<file path="config.mk">
export PLATFORM = sky130hd
export DESIGN_NAME = ffha_ctrl
export DESIGN_NICKNAME = d
export VERILOG_FILES = /design/src/rtl/ffha_pkg.sv /design/src/rtl/ffha_ctrl.sv
export SDC_FILE = /design/constraint.sdc
export NUM_CORES = 1
export LEC_CHECK = 0
export BUFFER_PORTS_ARGS = -buffer_cell sky130_fd_sc_hd__buf_2
export CAP_MARGIN = 20
export CORE_MARGIN = 1.5
export CORE_UTILIZATION = 51
export DETAILED_ROUTE_END_ITERATION = 8
export GPL_TIMING_DRIVEN = 0
export PLACE_DENSITY = 0.76
export SLEW_MARGIN = 10
export SYNTH_ARGS = -nofsm -noshare
export SYNTH_HDL_FRONTEND = slang
export SYNTH_SLANG_ARGS = --single-unit
</file>
<file path="constraint.sdc">
create_clock -name clock -period 1.7 [get_ports clock]
set_input_delay 0.085 -clock clock [delete_from_list [all_inputs] [get_ports clock]]
set_output_delay 0.085 -clock clock [all_outputs]
set_load 0.05 [all_outputs]
</file>
<file path="src/rtl/ffha_pkg.sv">
// Package for the first-fit heap allocator.
// Holds the block table entry type, status and register codes, and the controller
// command set. Depends on nothing.
package ffha_pkg;

   localparam int MAX_BLOCKS_DEF   = 64;
   localparam int HEADER_BYTES_DEF = 12;

   localparam logic [31:0] HEAP_BASE_RST  = 32'h0010_0000;
   localparam logic [31:0] HEAP_LIMIT_RST = 32'h0020_0000;

   localparam logic [1:0] CSR_HEAP_BASE  = 2'd0;
   localparam logic [1:0] CSR_HEAP_LIMIT = 2'd1;

   localparam logic OP_ALLOC   = 1'b0;
   localparam logic OP_RELEASE = 1'b1;

   localparam logic [1:0] STAT_ALLOCATED = 2'd0;
   localparam logic [1:0] STAT_NO_FIT    = 2'd1;
   localparam logic [1:0] STAT_RELEASED  = 2'd2;
   localparam logic [1:0] STAT_IGNORED   = 2'd3;

   typedef struct packed {
      logic        free;
      logic [31:0] bytes;
      logic [31:0] offset;
   } blk_type;

   typedef enum logic [1:0] {
      CHK_NEXT,
      CHK_TAKE,
      CHK_SPLIT,
      CHK_MATCH
   } chk_type;

   typedef enum logic [4:0] {
      CMD_NONE,
      CMD_INIT,
      CMD_LOAD,
      CMD_FAIL,
      CMD_SCAN_RD,
      CMD_NEXT,
      CMD_TAKE,
      CMD_SPLIT_BEGIN,
      CMD_SH_RD,
      CMD_SH_WR,
      CMD_SPL_A,
      CMD_SPL_B,
      CMD_MATCH,
      CMD_M_RD,
      CMD_M_CHK,
      CMD_M_END,
      CMD_EMIT
   } cmd_type;

   typedef struct packed {
      chk_type chk;
      logic    scan_end;
      logic    rel_bad;
      logic    shift_done;
   } dp_stat_type;

endpackage

</file>
<file path="src/rtl/ffha_ctrl.sv">
// Controller state machine of the heap allocator: sequences scan, split shift
// and merge passes, and owns the handshakes. Uses ffha_pkg.
module ffha_ctrl (
   input  logic                  clock,
   input  logic                  reset,
   input  logic                  req_valid,
   output logic                  req_ready,
   output logic                  rsp_valid,
   input  logic                  rsp_ready,
   input  logic                  csr_wr_en,
   input  logic [1:0]            csr_index,
   input  ffha_pkg::dp_stat_type stat,
   output ffha_pkg::cmd_type     cmd
);
   import ffha_pkg::*;

   typedef enum logic [9:0] {
      ST_INIT     = 10'b00_0000_0001,
      ST_IDLE     = 10'b00_0000_0010,
      ST_SCAN_RD  = 10'b00_0000_0100,
      ST_SCAN_CHK = 10'b00_0000_1000,
      ST_SH_RD    = 10'b00_0001_0000,
      ST_SH_WR    = 10'b00_0010_0000,
      ST_SPL_B    = 10'b00_0100_0000,
      ST_M_RD     = 10'b00_1000_0000,
      ST_M_CHK    = 10'b01_0000_0000,
      ST_DONE     = 10'b10_0000_0000
   } state_type;

   state_type state_ff, state_in;
   logic      rsp_valid_ff, rsp_valid_in;
   logic      csr_hit;

   // only writes to a defined register rebuild the table
   assign csr_hit = csr_wr_en && (csr_index inside {CSR_HEAP_BASE, CSR_HEAP_LIMIT});

   always_comb begin
      state_in  = state_ff;
      cmd       = CMD_NONE;
      req_ready = 1'b0;
      case (state_ff)
         ST_INIT: begin
            cmd = CMD_INIT;
            if (!csr_hit) begin
               state_in = ST_IDLE;
            end
         end
         ST_IDLE: begin
            req_ready = !csr_hit;
            if (csr_hit) begin
               state_in = ST_INIT;
            end else if (req_valid) begin
               cmd      = CMD_LOAD;
               state_in = ST_SCAN_RD;
            end
         end
         ST_SCAN_RD: begin
            if (stat.scan_end || stat.rel_bad) begin
               cmd      = CMD_FAIL;
               state_in = ST_DONE;
            end else begin
               cmd      = CMD_SCAN_RD;
               state_in = ST_SCAN_CHK;
            end
         end
         ST_SCAN_CHK: begin
            case (stat.chk)
               CHK_TAKE: begin
                  cmd      = CMD_TAKE;
                  state_in = ST_DONE;
               end
               CHK_SPLIT: begin
                  cmd      = CMD_SPLIT_BEGIN;
                  state_in = ST_SH_RD;
               end
               CHK_MATCH: begin
                  cmd      = CMD_MATCH;
                  state_in = ST_M_RD;
               end
               default: begin
                  cmd      = CMD_NEXT;
                  state_in = ST_SCAN_RD;
               end
            endcase
         end
         ST_SH_RD: begin
            if (stat.shift_done) begin
               cmd      = CMD_SPL_A;
               state_in = ST_SPL_B;
            end else begin
               cmd      = CMD_SH_RD;
               state_in = ST_SH_WR;
            end
         end
         ST_SH_WR: begin
            cmd      = CMD_SH_WR;
            state_in = ST_SH_RD;
         end
         ST_SPL_B: begin
            cmd      = CMD_SPL_B;
            state_in = ST_DONE;
         end
         ST_M_RD: begin
            if (stat.scan_end) begin
               cmd      = CMD_M_END;
               state_in = ST_DONE;
            end else begin
               cmd      = CMD_M_RD;
               state_in = ST_M_CHK;
            end
         end
         ST_M_CHK: begin
            cmd      = CMD_M_CHK;
            state_in = ST_M_RD;
         end
         ST_DONE: begin
            if (!rsp_valid_ff || rsp_ready) begin
               cmd      = CMD_EMIT;
               state_in = ST_IDLE;
            end
         end
         default: state_in = ST_INIT;
      endcase
   end

   always_comb begin
      rsp_valid_in = rsp_valid_ff;
      if (cmd == CMD_EMIT) begin
         rsp_valid_in = 1'b1;
      end else if (rsp_ready) begin
         rsp_valid_in = 1'b0;
      end
   end

   always_ff @(posedge clock) begin
      if (reset) begin
         state_ff     <= ST_INIT;
         rsp_valid_ff <= 1'b0;
      end else begin
         state_ff     <= state_in;
         rsp_valid_ff <= rsp_valid_in;
      end
   end

   assign rsp_valid = rsp_valid_ff;
endmodule

</file>
==> results.tsv, run 1 <==
stage	metric	value	unit
yosys	avgSynthCellArea	7.84	um2
cells_and_area	register_area	236	um2
timing	fmax	504	MHz
global_routing	grt_first_pass_wirelength	4.35	mm
detailed_routing	drtIter0Drc	56	
yosys	synth_warnings	0	
detailed_routing	ant_nets	0	
outcome	violations	DRC, setup timing	
floorplan	start_util	0.563	
worst_setup_path	cp.arrival	1.90	ns
cells_and_area	fin_util	0.857	
cells_and_area	multi_input_area	723	um2
min_path	hp-class	in2reg	
job	drv_cap	0	
clocking	clk_pin_slew	0.08	ns
clocking	cts_made_buffers	3	
clocking	ctsLongestPathBuffers	2	
timing	final.period_utilization	1.17	
detailed_routing	viasPerCell	6.65	
placement	post-place-ws	-0.183	ns
yosys	async_reset_ff_frac	0	
global_routing	antenna_found_initial	0	
floorplan	die-height	44.5	um
global_routing	grt.overflow.total	0	
cells_and_area	antenna_cells	0	
floorplan	core	1560	um2
timing	grt_setup_unrepaired	yes	
placement	dpl.hpwl	1.68	mm
timing	skew	0.00895	ns
floorplan	pin_count	19	
clocking	cts_sinks	11	
detailed_routing	wire_per_inst	18.7	um
timing	slew_viol_final	0	
placement	finalWeightedCongestion	0.852	
timing	setup_slack	-0.284	ns
timing	finalHoldViolCount	0	
outcome	status	complete, but fails checks	
yosys	synthFlopType	dfxtp_1	
worst_setup_path	worstPathRequired	1.62	ns
yosys	ys_ff_latch	11	
yosys	syn_area	878	um2
clocking	cts_tree	yes	
yosys	ys_seq_area_frac	0.251	
worst_setup_path	path_max_fanout	8	
global_routing	grt_max_degree	10	
clocking	cts_root_buffer	clkbuf_4	
floorplan	die-area	1980	um2
floorplan	fp.dieW	44.5	um
power_and_ir_drop	powerDensity	559	nW/um2
power_and_ir_drop	p_leak	0.552	nW
clocking	htree_levels	1	
timing	post-route-min-period	1.98	ns
timing	finalSetupViolCount	14	
yosys	synth_cell_types	41	
floorplan	rows	14	
power_and_ir_drop	max-vdd-ir-drop	416	uV
timing	slew_headroom	0.739	
detailed_routing	firstDrtPassIters	7	
detailed_routing	drc_errors	1	
detailed_routing	route.vias.total	1104	
yosys	synth_nets	128	
global_routing	track_usage	0.300	
worst_setup_path	cp-end-kind	primary output	
global_routing	first_global_vias	984	
detailed_routing	finalWirelength	3.10	mm
placement	port_buffers	17	
yosys	synth_edf_count	0	
worst_setup_path	start_kind	register	
cells_and_area	drive_above_1_share	0.520	
worst_setup_path	path_class	reg2out	
clocking	insertion_delay	0.27	ns
cells_and_area	syn_to_final_growth	52.1	%
yosys	syn-instance-count	112	
cells_and_area	num-nets-final	167	
cells_and_area	nFillCells	87	
timing	worstMarginPinSlew	0.391	ns
layer usage:
metal,part of all wire,wire (um),track usage,vias to the layer above
li1,-,-,-,490
met1,0.40,1240,0.378,521
met2,0.48,1500,0.487,75
met3,0.078,241,0.0571,18
met4,0.038,117,0.145,0
met5,0,0,0,-
cells by family after synthesis:
family / after synthesis / synth area share
simple gates: 60 / 0.413
buf+inv: 11 / 0.0698
flops: 11 / 0.251
compound gates: 24 / 0.189
fa+ha+maj: 4 / 0.0570
xor+xnor: 2 / 0.0199
synthesized netlist by cell type, types with 4 or more instances:
library cell	n	area share
nand2_1	5	0.021
a21oi_1	6	0.034
ha_1	4	0.057
nor3_1	4	0.023
inv_1	7	0.030
nor2_1	15	0.064
nand3_1	6	0.034
nand4_1	5	0.036
nor2b_1	6	0.043
dfxtp_1	11	0.25
nand2b_1	4	0.028
through the flow:
| step | instances | total power, W | hold WS, ns | cell area (um2) | setup TNS [ns] |
|---|---|---|---|---|---|
| after floorplan | 112 | 0.000415 | 0.154 | 896 | -0.262 |
| after global placement | 145 | 0.000461 | 0.285 | 1000 | -1.23 |
| after detailed placement | 145 | 0.000464 | 0.286 | 1000 | -1.24 |
| after CTS | 162 | 0.000704 | 0.00848 | 1260 | -0.482 |
| after global routing | 166 | 0.000774 | 0.0260 | 1340 | -2.69 |
| final | 166 | 0.000747 | 0.00294 | 1340 | -1.67 |
final cells by class:
cell class	count	share of cell area
clock buffer	4	0.0197
tap	16	0.0150
sequential	11	0.177
buffer	1	0.0103
timing repair buffer	37	0.214
multi-input combinational	90	0.541
inverter	7	0.0225
state kept, by name (all words and copies together) (netlist names):
signal	flops
state_ff	10
rsp_valid	1
worst paths after layout:
path	start	end	slack, ns	cells after the start
setup reg to reg	state_ff[6]	state_ff[1]	-0.13	9
setup / recovery	state_ff[8]	cmd[1]	-0.28	6
hold reg to reg	rsp_valid	rsp_valid	0.60	2
hold / removal	stat[2]	state_ff[8]	0.003	2
layout by cell type (no fill, tap or decap), types with 2 or more instances in the layout:
master / netlist / routed
nand2_2: 1 / 2
inv_1: 7 / 6
nor3_1: 4 / 2
xnor2_1: 2 / 2
nor4_4: 2 / 2
or4_1: 2 / 2
nor2_4: 0 / 3
a41oi_2: 0 / 2
dfxtp_2: 0 / 4
nand3_2: 0 / 4
clkbuf_4: 0 / 3
nand3_1: 6 / 2
a21oi_1: 6 / 4
buf_6: 2 / 7
nand4_1: 5 / 5
nor2b_1: 6 / 5
nor2_1: 15 / 10
nor3_2: 0 / 2
nand2_1: 5 / 4
buf_4: 1 / 17
o21ai_1: 2 / 2
nand2b_1: 4 / 3
dfxtp_1: 11 / 4
dfxtp_4: 0 / 3
a32oi_1: 2 / 2
nor2_2: 1 / 3
ha_1: 4 / 4
a21oi_2: 0 / 2
o21ai_0: 2 / 2
buf_2: 0 / 11
critical path, cell delays in order, from the launching register on:
cell and delay, ns:
dfxtp_2 0.35, nor4_4 0.34, buf_6 0.19, and2_1 0.23
a41oi_2 0.19, nand4_1 0.15, buf_6 0.17
where the power goes:
group / switching [W] / internal [W]
clock network: 0.0000999 / 0.0000908
logic: 0.000163 / 0.000116
registers: 0.0000153 / 0.000262
timing repair:
| action | 4_1_cts | 5_1_grt |
|---|---|---|
| setup endpoints to repair | 15 | 15 |
| setup buffers | 14 | 5 |
| pin swaps | 11 | 4 |
| hold endpoints to repair | 1 | 0 |
| hold buffers | 1 | 0 |
| resized for setup | 41 | 11 |
(Power assumes the default switching activity.)
==> inputs of run 2 (changes only) <==
--- a/config.mk
+++ b/config.mk
@@ -5,7 +5,7 @@
 export SDC_FILE = /design/constraint.sdc
 export NUM_CORES = 1
 export LEC_CHECK = 0
-export BUFFER_PORTS_ARGS = -buffer_cell sky130_fd_sc_hd__buf_2
+export BUFFER_PORTS_ARGS = -buffer_cell sky130_fd_sc_hd__buf_4
 export CAP_MARGIN = 20
 export CORE_MARGIN = 1.5
 export CORE_UTILIZATION = 51
==> run 2 against run 1 <==
Net effect:
- the flow finishes with violations (setup timing)
- worst hold slack improved by 0.020 ns
- cell area increased by 3.0%
- routed wire length decreased by 1.5%
- combinational power down 2%
- utilization rose by 2.6 points
- fmax rose by 0.49%
- power decreased by 0.84%
- global-route usage rose by 0.44 points
- largest power group is now registers
==> results.tsv, run 2 (synthesis results as in run 1) <==
stage	metric	value	unit
power_and_ir_drop	powerDensity	538	nW/um2
worst_setup_path	cp-end-kind	primary output	
detailed_routing	finalWirelength	3.05	mm
detailed_routing	drtIter0Drc	69	
cells_and_area	register_area	240	um2
cells_and_area	layout_common_cells	buf_4 (26), nor2_1 (8), buf_6 (7), inv_1 (6), nor2b_1 (6)	
clocking	cts_made_buffers	3	
detailed_routing	drc_errors	0	
timing	final.period_utilization	1.16	
cells_and_area	fin_util	0.883	
global_routing	antenna_found_initial	0	
detailed_routing	wire_per_inst	18.3	um
worst_setup_path	worstPathRequired	1.62	ns
floorplan	start_util	0.563	
global_routing	track_usage	0.305	
cells_and_area	syn_to_final_growth	56.7	%
cells_and_area	nFillCells	76	
timing	fmax	507	MHz
placement	postPlaceCellArea	1040	um2
clocking	cts_root_buffer	clkbuf_4	
cells_and_area	largest-register	state_ff	
outcome	violations	setup timing	
min_path	hp-class	in2reg	
floorplan	die-height	44.5	um
outcome	status	complete, but fails checks	
cells_and_area	largest_register_ffs	10	
timing	slew_headroom	0.739	
timing	skew	0.00456	ns
power_and_ir_drop	max-vdd-ir-drop	492	uV
worst_setup_path	crit_buf_inv	3	
timing	setup_slack	-0.274	ns
worst_setup_path	path_max_fanout	8	
clocking	ctsLongestPathBuffers	2	
clocking	insertion_delay	0.28	ns
cells_and_area	multi_input_area	717	um2
detailed_routing	viasPerCell	6.48	
cells_and_area	final_area	1380	um2
detailed_routing	route.vias.total	1082	
clocking	clk_pin_slew	0.08	ns
floorplan	core	1560	um2
global_routing	grt.overflow.total	0	
cells_and_area	drive_above_1_share	0.510	
worst_setup_path	path_class	reg2out	
timing	finalHoldViolCount	0	
worst_setup_path	path_cells	nor4_4 > buf_4 > nand4_1 > clkinvlp_4 > a22oi_1 > nand4_1 > buf_6	
worst_setup_path	crit_family	simple AND/OR/NAND/NOR gates	
floorplan	rows	14	
cells_and_area	antenna_cells	0	
worst_setup_path	cpMostUsedCell	nand4_1	
global_routing	first_global_vias	969	
placement	dpl.hpwl	1.69	mm
clocking	cts_tree	yes	
global_routing	grt_max_degree	9	
timing	slew_viol_final	0	
placement	post-place-ws	-0.192	ns
global_routing	grt_first_pass_wirelength	4.37	mm
placement	port_buffers	17	
floorplan	fp.dieW	44.5	um
job	drv_cap	0	
power_and_ir_drop	p_leak	0.565	nW
clocking	htree_levels	1	
clocking	cts_sinks	11	
cells_and_area	layout_commonest_cell	buf_4	
worst_setup_path	cp_slowest_cell	dfxtp_2	
worst_setup_path	slowest_delay	0.39	ns
worst_setup_path	start_kind	register	
timing	grt_setup_unrepaired	yes	
floorplan	die-area	1980	um2
timing	finalSetupViolCount	13	
cells_and_area	num-nets-final	168	
placement	finalWeightedCongestion	0.854	
timing	worstMarginPinSlew	0.386	ns
floorplan	pin_count	19	
detailed_routing	ant_nets	0	
worst_setup_path	cp.arrival	1.89	ns
detailed_routing	firstDrtPassIters	6	
timing	post-route-min-period	1.97	ns
-- run 2: per-layer routing --
metal / share of wire / GRT usage
met3: 0.084 / 0.0612
met5: 0 / 0
met2: 0.48 / 0.522
met4: 0.038 / 0.0970
met1: 0.40 / 0.379
-- run 2: where the power goes --
part           switching (W)  internal, W  total, W
combinational       0.000157     0.000117  0.000274
clock               0.000102    0.0000910  0.000193
sequential         0.0000133     0.000260  0.000274
total               0.000272     0.000468  0.000740
-- run 2: area by class of cell --
class,instances,area share
Buffer,1,0.0100
Clock buffer,4,0.0191
Inverter,7,0.0218
Multi-Input combinational cell,90,0.521
Sequential cell,11,0.175
Tap cell,16,0.0145
Timing Repair Buffer,38,0.239
-- run 2: worst paths after layout --
check	to	cells after the start	startpoint	slack, ns
worst max register to register	state_ff[3]	7	state_ff[8]	-0.07
worst max-delay path	cmd[1]	7	state_ff[8]	-0.27
worst min-delay path	state_ff[8]	2	reset	0.02
worst min register to register	rsp_valid	2	rsp_valid	0.64
-- run 2: per-stage QoR --
stage / hold slack, ns / TNS (ns) / total power (W) / instances
finish: 0.0230 / -1.32 / 0.000740 / 167
global route: 0.0210 / -2.14 / 0.000766 / 167
CTS: 0.0289 / -0.841 / 0.000698 / 163
global placement: 0.272 / -1.25 / 0.000472 / 145
detailed placement: 0.273 / -1.33 / 0.000475 / 145
floorplan: 0.154 / -0.262 / 0.000415 / 112
-- run 2: repair_timing --
action                                 CTS  global route
setup endpoints to repair               15            13
endpoints found under the hold margin    2             0
buffers inserted                        14             4
pin swaps                               12             5
hold buffers                             2             0
gates cloned                             1             0
resized for setup                       37            13
